File: src/design/mtp_pkg.sv
package mtp_pkg;

	localparam int HIST_DEPTH  = 1024;
	localparam int HIST_AW     = $clog2(HIST_DEPTH);
	localparam int CNT_W       = $clog2(HIST_DEPTH + 1);
	localparam int SUM_W       = 32 + HIST_AW;
	localparam int DIV_CW      = $clog2(SUM_W + 1);
	localparam int RECENT_N    = 50;
	localparam int DEGRADE_MIN = 100;

	localparam logic [1:0] KIND_START    = 2'd0;
	localparam logic [1:0] KIND_COMPLETE = 2'd1;
	localparam logic [1:0] KIND_PREDICT  = 2'd2;
	localparam logic [1:0] KIND_CLEAR    = 2'd3;

	localparam logic [1:0] SRC_PAIR    = 2'd0;
	localparam logic [1:0] SRC_OVERALL = 2'd1;
	localparam logic [1:0] SRC_DEFAULT = 2'd2;

	localparam logic [1:0] CFG_ENABLE = 2'd0;
	localparam logic [1:0] CFG_BASE   = 2'd1;
	localparam logic [1:0] CFG_STEP   = 2'd2;

	localparam logic [15:0] RST_BASE_MS = 16'd1000;
	localparam logic [15:0] RST_STEP_MS = 16'd500;

	typedef struct packed {
		logic [1:0]  kind;
		logic [7:0]  from_slot;
		logic [7:0]  to_slot;
		logic [7:0]  actual_slot;
		logic        move_ok;
		logic [31:0] time_ms;
	} in_t;

	typedef struct packed {
		logic [31:0] predicted_ms;
		logic [1:0]  prediction_source;
		logic        recorded;
		logic        degraded;
		logic [10:0] entries_held;
	} out_t;

	typedef struct packed {
		logic [7:0]  from_slot;
		logic [7:0]  to_slot;
		logic [31:0] duration;
		logic        success;
	} hist_entry_t;

	typedef struct packed {
		logic                we;
		logic [HIST_AW-1:0]  waddr;
		hist_entry_t         wdata;
		logic [HIST_AW-1:0]  raddr;
	} ram_req_t;

	typedef struct packed {
		logic             start;
		logic [SUM_W-1:0] dividend;
		logic [CNT_W-1:0] divisor;
	} div_req_t;

	typedef enum logic [2:0] {
		ST_IDLE,
		ST_WALK,
		ST_PAIR,
		ST_ALL,
		ST_RECENT,
		ST_OUT
	} state_t;

endpackage

File: src/design/mtp_div.sv
module mtp_div (
	input  logic              clk,
	input  logic              arst_n,
	input  mtp_pkg::div_req_t req,
	output logic              done,
	output logic [31:0]       quotient
);

	// restoring division, one quotient bit per cycle
	logic [mtp_pkg::CNT_W:0]        rem_q;
	logic [mtp_pkg::SUM_W-1:0]      quo_q;
	logic [mtp_pkg::CNT_W-1:0]      dvs_q;
	logic [mtp_pkg::DIV_CW-1:0]     step_q;
	logic                           busy_q;
	logic                           done_q;
	logic [mtp_pkg::CNT_W:0]        trial;
	logic                           fits;

	assign trial = {rem_q[mtp_pkg::CNT_W-1:0], quo_q[mtp_pkg::SUM_W-1]};
	assign fits  = trial >= {1'b0, dvs_q};

	always_ff @(posedge clk or negedge arst_n) begin
		if (!arst_n) begin
			busy_q <= 1'b0;
			done_q <= 1'b0;
			step_q <= '0;
		end else begin
			done_q <= 1'b0;
			if (req.start) begin
				busy_q <= 1'b1;
				step_q <= '0;
			end else if (busy_q) begin
				step_q <= step_q + 1'b1;
				if (step_q == mtp_pkg::DIV_CW'(mtp_pkg::SUM_W - 1)) begin
					busy_q <= 1'b0;
					done_q <= 1'b1;
				end
			end
		end
	end

	always_ff @(posedge clk) begin
		if (req.start) begin
			rem_q <= '0;
			quo_q <= req.dividend;
			dvs_q <= req.divisor;
		end else if (busy_q) begin
			rem_q <= fits ? (trial - {1'b0, dvs_q}) : trial;
			quo_q <= {quo_q[mtp_pkg::SUM_W-2:0], fits};
		end
	end

	assign done     = done_q;
	assign quotient = quo_q[31:0];

endmodule

File: config.mk
export PLATFORM = sky130hd
export DESIGN_NAME = mtp_div
export DESIGN_NICKNAME = d
export VERILOG_FILES = /design/src/design/mtp_pkg.sv /design/src/design/mtp_div.sv
export SDC_FILE = /design/constraint.sdc
export NUM_CORES = 1
export LEC_CHECK = 0
export ABC_CLOCK_PERIOD_IN_PS = 3400
export BUFFER_PORTS_ARGS = -buffer_cell sky130_fd_sc_hd__buf_2
export CELL_PAD_IN_SITES_DETAIL_PLACEMENT = 2
export CELL_PAD_IN_SITES_GLOBAL_PLACEMENT = 2
export CORE_MARGIN = 2
export CORE_UTILIZATION = 25
export DETAILED_ROUTE_END_ITERATION = 6
export PLACE_DENSITY_LB_ADDON = 0.1
export SLEW_MARGIN = 10
export SYNTH_ARGS = -nofsm -noshare
export SYNTH_HDL_FRONTEND = slang
export SYNTH_SLANG_ARGS = --single-unit
File: constraint.sdc
create_clock -name clk -period 3.4 [get_ports clk]
set_clock_uncertainty 0.2 [all_clocks]
set_input_delay 0.85 -clock clk [delete_from_list [all_inputs] [get_ports clk]]
set_output_delay 0.85 -clock clk [all_outputs]
set_load 0.05 [all_outputs]
# --- Yosys cells after proc, flatten, opt, wreduce, memory -nomap -nowiden ---
# Index checks and enable logic that the tools add are counted.
classes:
  addsub: 2
  n_mul: 0
  n_div: 0
  magnitude_cmp: 1
  n_eq_ne: 1
  n_shift: 0
  muxes: 11
  n_bitwise: 0
  reduce_logical: 1
ops:
  columns: ["cell", "count"]
  rows:
  - ["42-bit 2-to-1 mux", 2]
  - ["12-bit by 11-bit greater-or-equal comparator with 1-bit output", 1]
  - ["6-bit 2-to-1 mux", 2]
  - ["11-bit 2-to-1 mux", 1]
  - ["11-bit subtractor", 1]
  - ["6-bit by 1-bit adder with 6-bit output, second input constant", 1]
  - ["6-bit == test, second input constant", 1]
  - ["1-bit 2-to-1 mux", 6]
  - ["2-bit nonzero test", 1]
word_totals:
  register_bits: 72
  latch_bits: 0
  ramBits: 0
  romBits: 0
  mem_count: 0

# --- Longest topological paths before layout ---
# Gate-level depths: netlist of run 1.
logic_depth:
  ltp_word: 4
  depth_mapped: 10

# --- Worst setup path after synthesis of run 1 ---
# No wires, ideal clock.
synth_path:
  kind: "input to register"
  startpoint: "input port req[53] in the netlist's numbering"
  endpoint: "register quo_q[0] in the netlist's numbering, enable pin"
  setup_ns: 0.396
  arrival_ns: 2.341
  t_required_ns: 2.804
  setup_slack_ns: 0.463
  stages: 4
  n_path_buf: 2
  cell_sequence: "clkbuf_1 > buf_1 > nor2_1 > inv_1"
synth_via:
  elab_chain_len: 1
synth_rtl:
  columns: ["element", "line_no", "source"]
  rows:
  - ["start, declared", "mtp_div.sv:4", "input mtp_pkg::div_req_t req,"]
  - ["2-bit nonzero test (no line)", null, null]
  - ["end signal, assigned", "mtp_div.sv:45", "quo_q <= req.dividend;"]
  - ["end signal, assigned", "mtp_div.sv:49", "quo_q <= {quo_q[mtp_pkg::SUM_W-2:0], fits};"]
  - ["end, declared", "mtp_div.sv:11", "logic [mtp_pkg::SUM_W-1:0] quo_q;"]
# No other way between the ends.
# A chain may end at the register's enable or synchronous reset.

# --- Worst setup path after layout of run 1 ---
layout_path:
  startpoint: "register dvs_q[0] in the netlist's numbering"
  endpoint: "register rem_q[0] in the netlist's numbering"
layout_via:
  elab_chain_len: 2
layout_rtl:
  columns: ["element", "line_no", "source"]
  rows:
  - ["start, declared", "mtp_div.sv:12", "logic [mtp_pkg::CNT_W-1:0] dvs_q;"]
  - ["start signal, assigned", "mtp_div.sv:46", "dvs_q <= req.divisor;"]
  - ["11-bit subtractor / 12-bit by 11-bit greater-or-equal comparator with 1-bit output (equally long branches)", "mtp_div.sv:48, mtp_div.sv:20", null]
  - ["11-bit 2-to-1 mux (*)", "mtp_div.sv:48", "rem_q <= fits ? (trial - {1'b0, dvs_q}) : trial;"]
  - ["end signal, assigned", "mtp_div.sv:48", null]
  - ["end, declared", "mtp_div.sv:10", "logic [mtp_pkg::CNT_W:0] rem_q;"]
# Mark *: on every way between the ends. The rest lies on a longest branch, timed or not.

==> impl_metrics.tcl, run 1 <==
set metrics [dict create \
    crit_end "rem_q[0]" \
    drive_above_1_share 0.431 \
    synth_ff_type "edfxtp_1" \
    arrival_ns 2.93 \
    dr.first_iter.drc_count 140 \
    htreeDepth 3 \
    drv_cap 0 \
    cts_root_buf "clkbuf_16" \
    io_pins 89 \
    async_flop_share 0.111 \
    met3_length_um 437 \
    clk-insertion-delay-late_ns 0.34 \
    rsz0062_at_grt "no" \
    synth_top_area_share 0.417 \
    met2WireLength_um 4050 \
    core_area_um2 15100 \
    vias 2488 \
    postRouteAntennaNets 0 \
    timing.rr.end "rem_q[0]" \
    gp_congestion 0.690 \
    nNetsFinal 434 \
    yosysSeqAreaShare 0.527 \
    slew_headroom 0.615 \
    clock-sinks 72 \
    fmax_mhz 348 \
    slew_viol_final 0 \
    synth_warnings 0 \
    static-leakage-power_nw 1.90 \
    worst-r2r-cell-count 8 \
    ir_worst_vdd_v 0.000231 \
    cts_inserted_buffers 9 \
    area_growth_pct 19.1 \
    grt_usage 0.114 \
    netlist_top_cells_area "edfxtp_1 42%, mux2_2 12%, buf_4 6.3%" \
    critical-path-top-delay-family "compound AO/OA/AOI/OAI gates" \
    antenna_found_initial 0 \
    dp.cells 541 \
    synth_area_um2 3820 \
    dr.pass1.iters 4 \
    ys_ff_latch 72 \
    routedWlPerCell_um 15.6 \
    path_buf_inv 0 \
    syn_avg_cell_area_um2 12.6 \
    post_cts_resized 0 \
    dr.max_layer_used "met4" \
    grt_max_degree 43 \
    clk_pin_slew_worst_paths_ns 0.06 \
    crit_path_max_fanout 14 \
    via_per_inst 4.47 \
    dieWidth_um 128 \
    period_needed_ns 2.87 \
    crit_cells 8 \
    die_h_um 128 \
    hold_viol_final 0 \
    diodes 0 \
    start_kind "flop" \
    drc 0 \
    power.density_nw_per_um2 722 \
    required_ns 3.46 \
    placed_cell_area_um2 4230 \
    r2r-start "dvs_q[0]" \
    post-route-period-util 0.845 \
    grt_pass1_wl_um 14200 \
    fp-row-count 45 \
    initial_core_util 0.253 \
    synth_edf_count 53 \
    hold_path_class "in -> async" \
    cts_setup_buffers 0 \
    fin_area_um2 4550 \
    setup_viol 0 \
    cp_slowest_cell "o21ai_4" \
    final_common_cell "buf_2" \
    rrSetupSlack_ns 0.53 \
    worstMarginPinSlew_ns 0.577 \
    postCtsHoldBufs 0 \
    outcome "finished, final reports clean" \
    crit_type "reg -> reg" \
    stdcell_count 557 \
    clk_path_buf_depth 2 \
    met1_length_um 4060 \
    synth_top_area_cell "edfxtp_1" \
    routed_wl_um 8720 \
    die_area_um2 16300 \
    overflow 0 \
    startpoint "dvs_q[0]" \
    final_cell_mix "88 x buf_2, 53 x edfxtp_1, 42 x mux2_2" \
    dp_hpwl_um 6320 \
    endpoint_kind "flop" \
    syn_nets 374 \
    synth_cells 304 \
    cp_cell_sequence "ha_1 -> fa_1 -> nor2b_1 -> o31a_1 -> o21ai_2 -> o21ai_4 -> mux2_4 -> a211oi_2" \
    power.total_mw 3.28 \
    port_buffers 88 \
    finalCoreUtilization 0.302 \
    grt_pass1_vias 2653 \
    yosysUniqueCellTypes 48 \
    fin_tns_setup_ns 0 \
    critPathMaxStageDelay_ns 0.46 \
    cts_tree "done" \
]
power by group:
| part | total, mW | internal [mW] | switching [mW] |
|---|---|---|---|
| combinational | 1.09 | 0.446 | 0.639 |
| sequential | 1.18 | 1.09 | 0.0894 |
| clock | 1.02 | 0.643 | 0.380 |
per-layer routing:
metal	global-route usage	up-vias
met2	0.174	56
met4	0.0504	0
met3	0.0377	11
li1	-	1196
met5	0	-
met1	0.146	1225
worst min path at each step:
stage | from | endpoint
final | arst_n | busy_q
after global routing | arst_n | busy_q
after CTS | arst_n | busy_q
after detailed placement | rem_q[9] | rem_q[9]
after global placement | rem_q[4] | rem_q[4]
after floorplan | rem_q[4] | rem_q[4]
Yosys cell counts (4+ instances only):
library cell	count
buf_1	7
a211oi_1	8
dfxtp_1	11
nor2_1	23
ha_1	13
mux2i_1	6
inv_1	15
o211ai_1	4
a21oi_1	6
xnor2_1	6
o21ai_0	8
nand2b_1	4
nand2_1	9
buf_4	32
edfxtp_1	53
mux2_2	42
dfrtp_1	8
cells by family after synthesis:
family,count (synthesis),synth area share
xor+xnor,9,0.0206
simple gates,60,0.0861
fa+ha+maj,14,0.0478
mux,49,0.143
buf+inv,59,0.0943
compound gates,41,0.0812
flops,72,0.527
stage by stage:
| step | hold slack, ns | setup WS (ns) |
|---|---|---|
| after floorplan | 0.274 | 0.463 |
| after global placement | 0.305 | 0.611 |
| after global routing | 0.151 | 0.327 |
| final | 0.150 | 0.528 |
| after CTS | 0.140 | 0.447 |
| after detailed placement | 0.316 | 0.478 |
cell type report:
class	instances	area, um2
flip-flops and latches	72	2010
inverters	15	56.3
multi-input cells	173	1450
fillers	1635	10500
well taps	188	235
repair buffers	93	478
clock inverters	7	95.1
clock buffers	9	225
sequential cells by signal (all words and copies together) (netlist names):
register  cells
busy_q        1
rem_q        11
step_q        6
dvs_q        11
done          1
quo_q        42
No activity file was read; power rests on OpenSTA's default activity.
==> inputs of run 2 (changes only) <==
ABC_AREA = 1   (was unset)
ABC_CLOCK_PERIOD_IN_PS = 3000   (was 3400)
clock period = 3 ns   (was 3.4 ns; I/O delays follow)
==> impl_metrics.tcl, run 2 <==
set metrics [dict create \
    outcome "finished, final reports clean" \
    ys_ff_latch 72 \
    drv_cap 0 \
    routedWlPerCell_um 15.1 \
    yosysUniqueCellTypes 32 \
    required_ns 3.02 \
    synth_warnings 0 \
    synth_top_area_cell "edfxtp_1" \
    worst-r2r-cell-count 11 \
    timing.rr.end "rem_q[5]" \
    clk_path_buf_depth 2 \
    arrival_ns 2.34 \
    stdcell_count 757 \
    cts_setup_buffers 0 \
    final_common_cell "nand2_1" \
    dp.cells 741 \
    met3_length_um 657 \
    port_buffers 88 \
    initial_core_util 0.255 \
    power.density_nw_per_um2 762 \
    static-leakage-power_nw 2.40 \
    area_growth_pct 17.7 \
    dp_hpwl_um 8490 \
    overflow 0 \
    die_area_um2 17200 \
    synth_area_um2 4040 \
    start_kind "flop" \
    period_needed_ns 2.33 \
    clock-sinks 72 \
    grt_pass1_wl_um 18600 \
    ys_top_cells_by_count "194 x nand2_1, 53 x edfxtp_1, 52 x inv_1, 33 x buf_4, 25 x nand3_1" \
    top_register "quo_q" \
    dr.first_iter.drc_count 91 \
    grt_max_degree 46 \
    die_h_um 131 \
    worstMarginPinSlew_ns 0.605 \
    slew_viol_final 0 \
    dieWidth_um 131 \
    post_cts_resized 0 \
    cts_inserted_buffers 9 \
    diodes 0 \
    hold_viol_final 0 \
    clk-insertion-delay-late_ns 0.33 \
    io_pins 89 \
    crit_type "reg -> reg" \
    endpoint_kind "flop" \
    setup_viol 0 \
    syn_nets 548 \
    synthMostInstantiatedCell "nand2_1" \
    synth_edf_count 53 \
    final_cell_mix "194 x nand2_1, 88 x buf_2, 53 x edfxtp_1" \
    antenna_found_initial 2 \
    reg.largest.list "quo_q (42), dvs_q (11), rem_q (11)" \
    met2WireLength_um 5530 \
    syn_avg_cell_area_um2 8.45 \
    htreeDepth 3 \
    dr.pass1.iters 4 \
    fp-row-count 46 \
    drive_above_1_share 0.244 \
    yosysSeqAreaShare 0.498 \
    gp_congestion 0.763 \
    postCtsHoldBufs 0 \
    n_fill_cell 1843 \
    largest_reg_flops 42 \
    nNetsFinal 606 \
    rsz0062_at_grt "no" \
    crit_path_max_fanout 12 \
    core_area_um2 15800 \
    met1_length_um 5080 \
    fin_tns_setup_ns 0 \
    routed_wl_um 11400 \
    fmax_mhz 430 \
    netlist_top_cells_area "edfxtp_1 39%, nand2_1 18%, buf_4 6.1%" \
    startpoint "quo_q[41]" \
    synth_cells 478 \
    vias 3234 \
    cts_root_buf "clkbuf_16" \
    cts_tree "done" \
    rrSetupSlack_ns 0.67 \
    grt_pass1_vias 3588 \
    dr.max_layer_used "met5" \
    grt_usage 0.143 \
    via_per_inst 4.27 \
    drc 0 \
    synth_top_area_share 0.394 \
    synth_ff_type "edfxtp_1" \
    hold_path_class "in -> async" \
    post-route-period-util 0.776 \
    async_flop_share 0.111 \
    clk_pin_slew_worst_paths_ns 0.06 \
    ir_worst_vdd_v 0.000251 \
    postRouteAntennaNets 0 \
    slew_headroom 0.597 \
    r2r-start "quo_q[41]" \
]
## run 2: cell type report
class | count | area (um2) | area share
inverters | 55 | 206 | 0.0435
clock buffers | 13 | 250 | 0.0527
well taps | 216 | 270 | 0.0569
clock inverters | 3 | 42.5 | 0.00895
multi-input cells | 304 | 1480 | 0.312
flip-flops and latches | 72 | 2010 | 0.423
repair buffers | 94 | 485 | 0.102
## run 2: through the flow
step | total power [mW] | setup WS (ns) | hold slack (ns) | util | cell area [um2]
5_1_grt | 3.90 | 0.493 | 0.0542 | 0.300 | 4750
3_5_place_dp | 2.59 | 0.662 | 0.267 | 0.282 | 4460
2_1_floorplan | 2.33 | 0.419 | 0.234 | - | 4040
6_report | 3.62 | 0.672 | 0.0590 | 0.300 | 4750
3_3_place_gp | 2.57 | 0.687 | 0.255 | 0.282 | 4460
4_1_cts | 3.68 | 0.653 | 0.0554 | 0.300 | 4750
## run 2: how the worst max path moves through the flow
stage	end	cells after the start
after global routing	rem_q[5]	10
after floorplan	quo_q[0]	3
after detailed placement	quo_q[0]	10
after CTS	rem_q[5]	11
after global placement	quo_q[0]	10
final	rem_q[5]	11
## run 2: where the power goes
| part | leakage, nW | switching (mW) | internal (mW) |
|---|---|---|---|
| Clock | 0.140 | 0.398 | 0.666 |
| Combinational | 1.49 | 0.828 | 0.396 |
| Sequential | 0.765 | 0.107 | 1.22 |
## run 2: logic make-up after synthesis
kind of cell / after synthesis / synth area share
simple gates: 275 / 0.300
buf+inv: 102 / 0.134
flops: 72 / 0.498
fa+ha+maj: 14 / 0.0452
compound gates: 12 / 0.0161
xor+xnor: 3 / 0.00651
## run 2: worst max-delay path, stage by stage, from the launching register on
cell and delay [ns]:
edfxtp_1 0.32, inv_1 0.05, ha_1 0.22, fa_1 0.41, inv_1 0.09, nand3_1 0.08, nand3_2 0.12, nand2_2 0.20
nand4_4 0.26, nand3_1 0.13, nand3_1 0.09, nand2_1 0.05
## run 2: layer usage
| metal | vias to the layer above | GRT usage |
|---|---|---|
| met1 | 1559 | 0.176 |
| met4 | 2 | 0.0375 |
| met2 | 55 | 0.240 |
| met5 | - | 0 |
| li1 | 1609 | - |
| met3 | 9 | 0.0471 |
==> inputs of run 3 (changes only) <==
ABC_CLOCK_PERIOD_IN_PS = 2300   (was 3000)
clock period = 2.3 ns   (was 3 ns; I/O delays follow)
==> impl_metrics.tcl, run 3 (same netlist as run 2, synthesis figures left out) <==
set metrics [dict create \
    largest_reg_flops 42 \
    grt_pass1_wl_um 18400 \
    dp_hpwl_um 8490 \
    finalCoreUtilization 0.310 \
    clk_path_buf_depth 2 \
    required_ns 2.33 \
    cts_inserted_buffers 9 \
    via_per_inst 4.29 \
    drv_cap 0 \
    rsz0062_at_grt "yes" \
    overflow 0 \
    crit_type "reg -> reg" \
    post-route-period-util 0.940 \
    hold_slack_ns 0.212 \
    arrival_ns 2.19 \
    drive_above_1_share 0.262 \
    cp_slowest_cell "edfxtp_1" \
    htreeDepth 3 \
    period_needed_ns 2.16 \
    grt_max_degree 35 \
    dr.first_iter.drc_count 88 \
    ir_worst_vdd_v 0.000336 \
    crit_path_max_fanout 5 \
    stdcell_count 770 \
    routed_wl_um 11600 \
    grt_pass1_vias 3601 \
    path_buf_inv 2 \
    critPathMaxStageDelay_ns 0.37 \
    static-leakage-power_nw 2.47 \
    fin_tns_setup_ns 0 \
    grt_usage 0.142 \
    drc 0 \
    io_pins 89 \
    nNetsFinal 618 \
    fmax_mhz 463 \
    cts_root_buf "clkbuf_16" \
    multi_input_area_um2 1510 \
    fp-row-count 46 \
    seq_area_um2 2010 \
    outcome "finished, final reports clean" \
    antenna_found_initial 1 \
    power.total_mw 4.96 \
    routedWlPerCell_um 15.1 \
    endpoint_kind "flop" \
    die_h_um 131 \
    clk-insertion-delay-late_ns 0.34 \
    final_common_cell "nand2_1" \
    setup_slack_ns 0.138 \
    placed_cell_area_um2 4500 \
    dp.cells 746 \
    die_area_um2 17200 \
    gp_congestion 0.765 \
    postRouteAntennaNets 0 \
    dp_slack_ns 0.0575 \
    setup_viol 0 \
    cts_tree "done" \
    n_fill_cell 1840 \
    clock-sinks 72 \
    top_register "quo_q" \
    dr.pass1.iters 4 \
    rrSetupSlack_ns 0.14 \
    area_growth_pct 21.4 \
    core_area_um2 15800 \
    slew_headroom 0.688 \
    fin_area_um2 4900 \
    clk_pin_slew_worst_paths_ns 0.06 \
    hold_viol_final 0 \
    initial_core_util 0.255 \
    worstMarginPinSlew_ns 0.468 \
    hold_path_class "in -> reg" \
    reg.largest.list "quo_q (42), dvs_q (11), rem_q (11)" \
    vias 3304 \
    critical-path-top-delay-family "simple AND/OR/NAND/NOR gates" \
    power.density_nw_per_um2 1010 \
    cp_cell_sequence "ha_1 -> fa_2 -> inv_1 -> nand3_1 -> nand3_2 -> nand2_2 -> nand4_4 -> buf_12 -> nand2_2 -> nand3_1 -> nand2_1" \
    start_kind "flop" \
    port_buffers 88 \
    dieWidth_um 131 \
    slew_viol_final 0 \
    final_cell_mix "194 x nand2_1, 88 x buf_2, 53 x edfxtp_1" \
]
==> run 3: path summary, 6_finish.rpt <==
check | cells past startpoint | start | endpoint
max | 11 | dvs_q[0] | rem_q[1]
min | 1 | req[2] | dvs_q[2]
max reg2reg | 11 | dvs_q[0] | rem_q[1]
min reg2reg | 1 | step_q[5] | step_q[5]
max in group asynchronous | 2 | arst_n | step_q[2]
min in group asynchronous | 2 | arst_n | done
==> run 3: report_power, final <==
part / total, mW / internal, mW / switching, mW / leakage [nW]
registers: 1.72 / 1.60 / 0.120 / 0.765
logic: 1.73 / 0.618 / 1.11 / 1.55
clock network: 1.51 / 0.951 / 0.557 / 0.151
==> run 3: final cells by class <==
cell class                 count  area share
antenna                        1    0.000510
sequential                    72       0.410
inverter                      55      0.0429
clock buffer                  11      0.0475
timing repair buffer         105       0.120
clock inverter                 5      0.0166
tap                          216      0.0551
multi-input combinational    305       0.307
==> run 3: repair_timing <==
item / in CTS / in global routing
hold endpoints to repair: 8 / 0
endpoints found under the setup margin: 0 / 6
setup buffers: 0 / 5
resized for setup: 0 / 3
hold buffers: 1 / 0
==> run 3: layer usage <==
metal / vias up / GRT usage / routed length (um)
met5: - / 0 / 0
li1: 1643 / - / -
met4: 0 / 0.0451 / 138
met2: 60 / 0.234 / 5530
met3: 9 / 0.0507 / 699
met1: 1592 / 0.174 / 5240
==> run 3: worst reg2reg max path: stages, from the launching register on <==
cell,delay [ns]
edfxtp_1,0.37
ha_1,0.22
fa_2,0.36
inv_1,0.08
nand3_1,0.09
nand3_2,0.13
nand2_2,0.14
nand4_4,0.15
buf_12,0.14
nand2_2,0.04
nand3_1,0.09
nand2_1,0.05
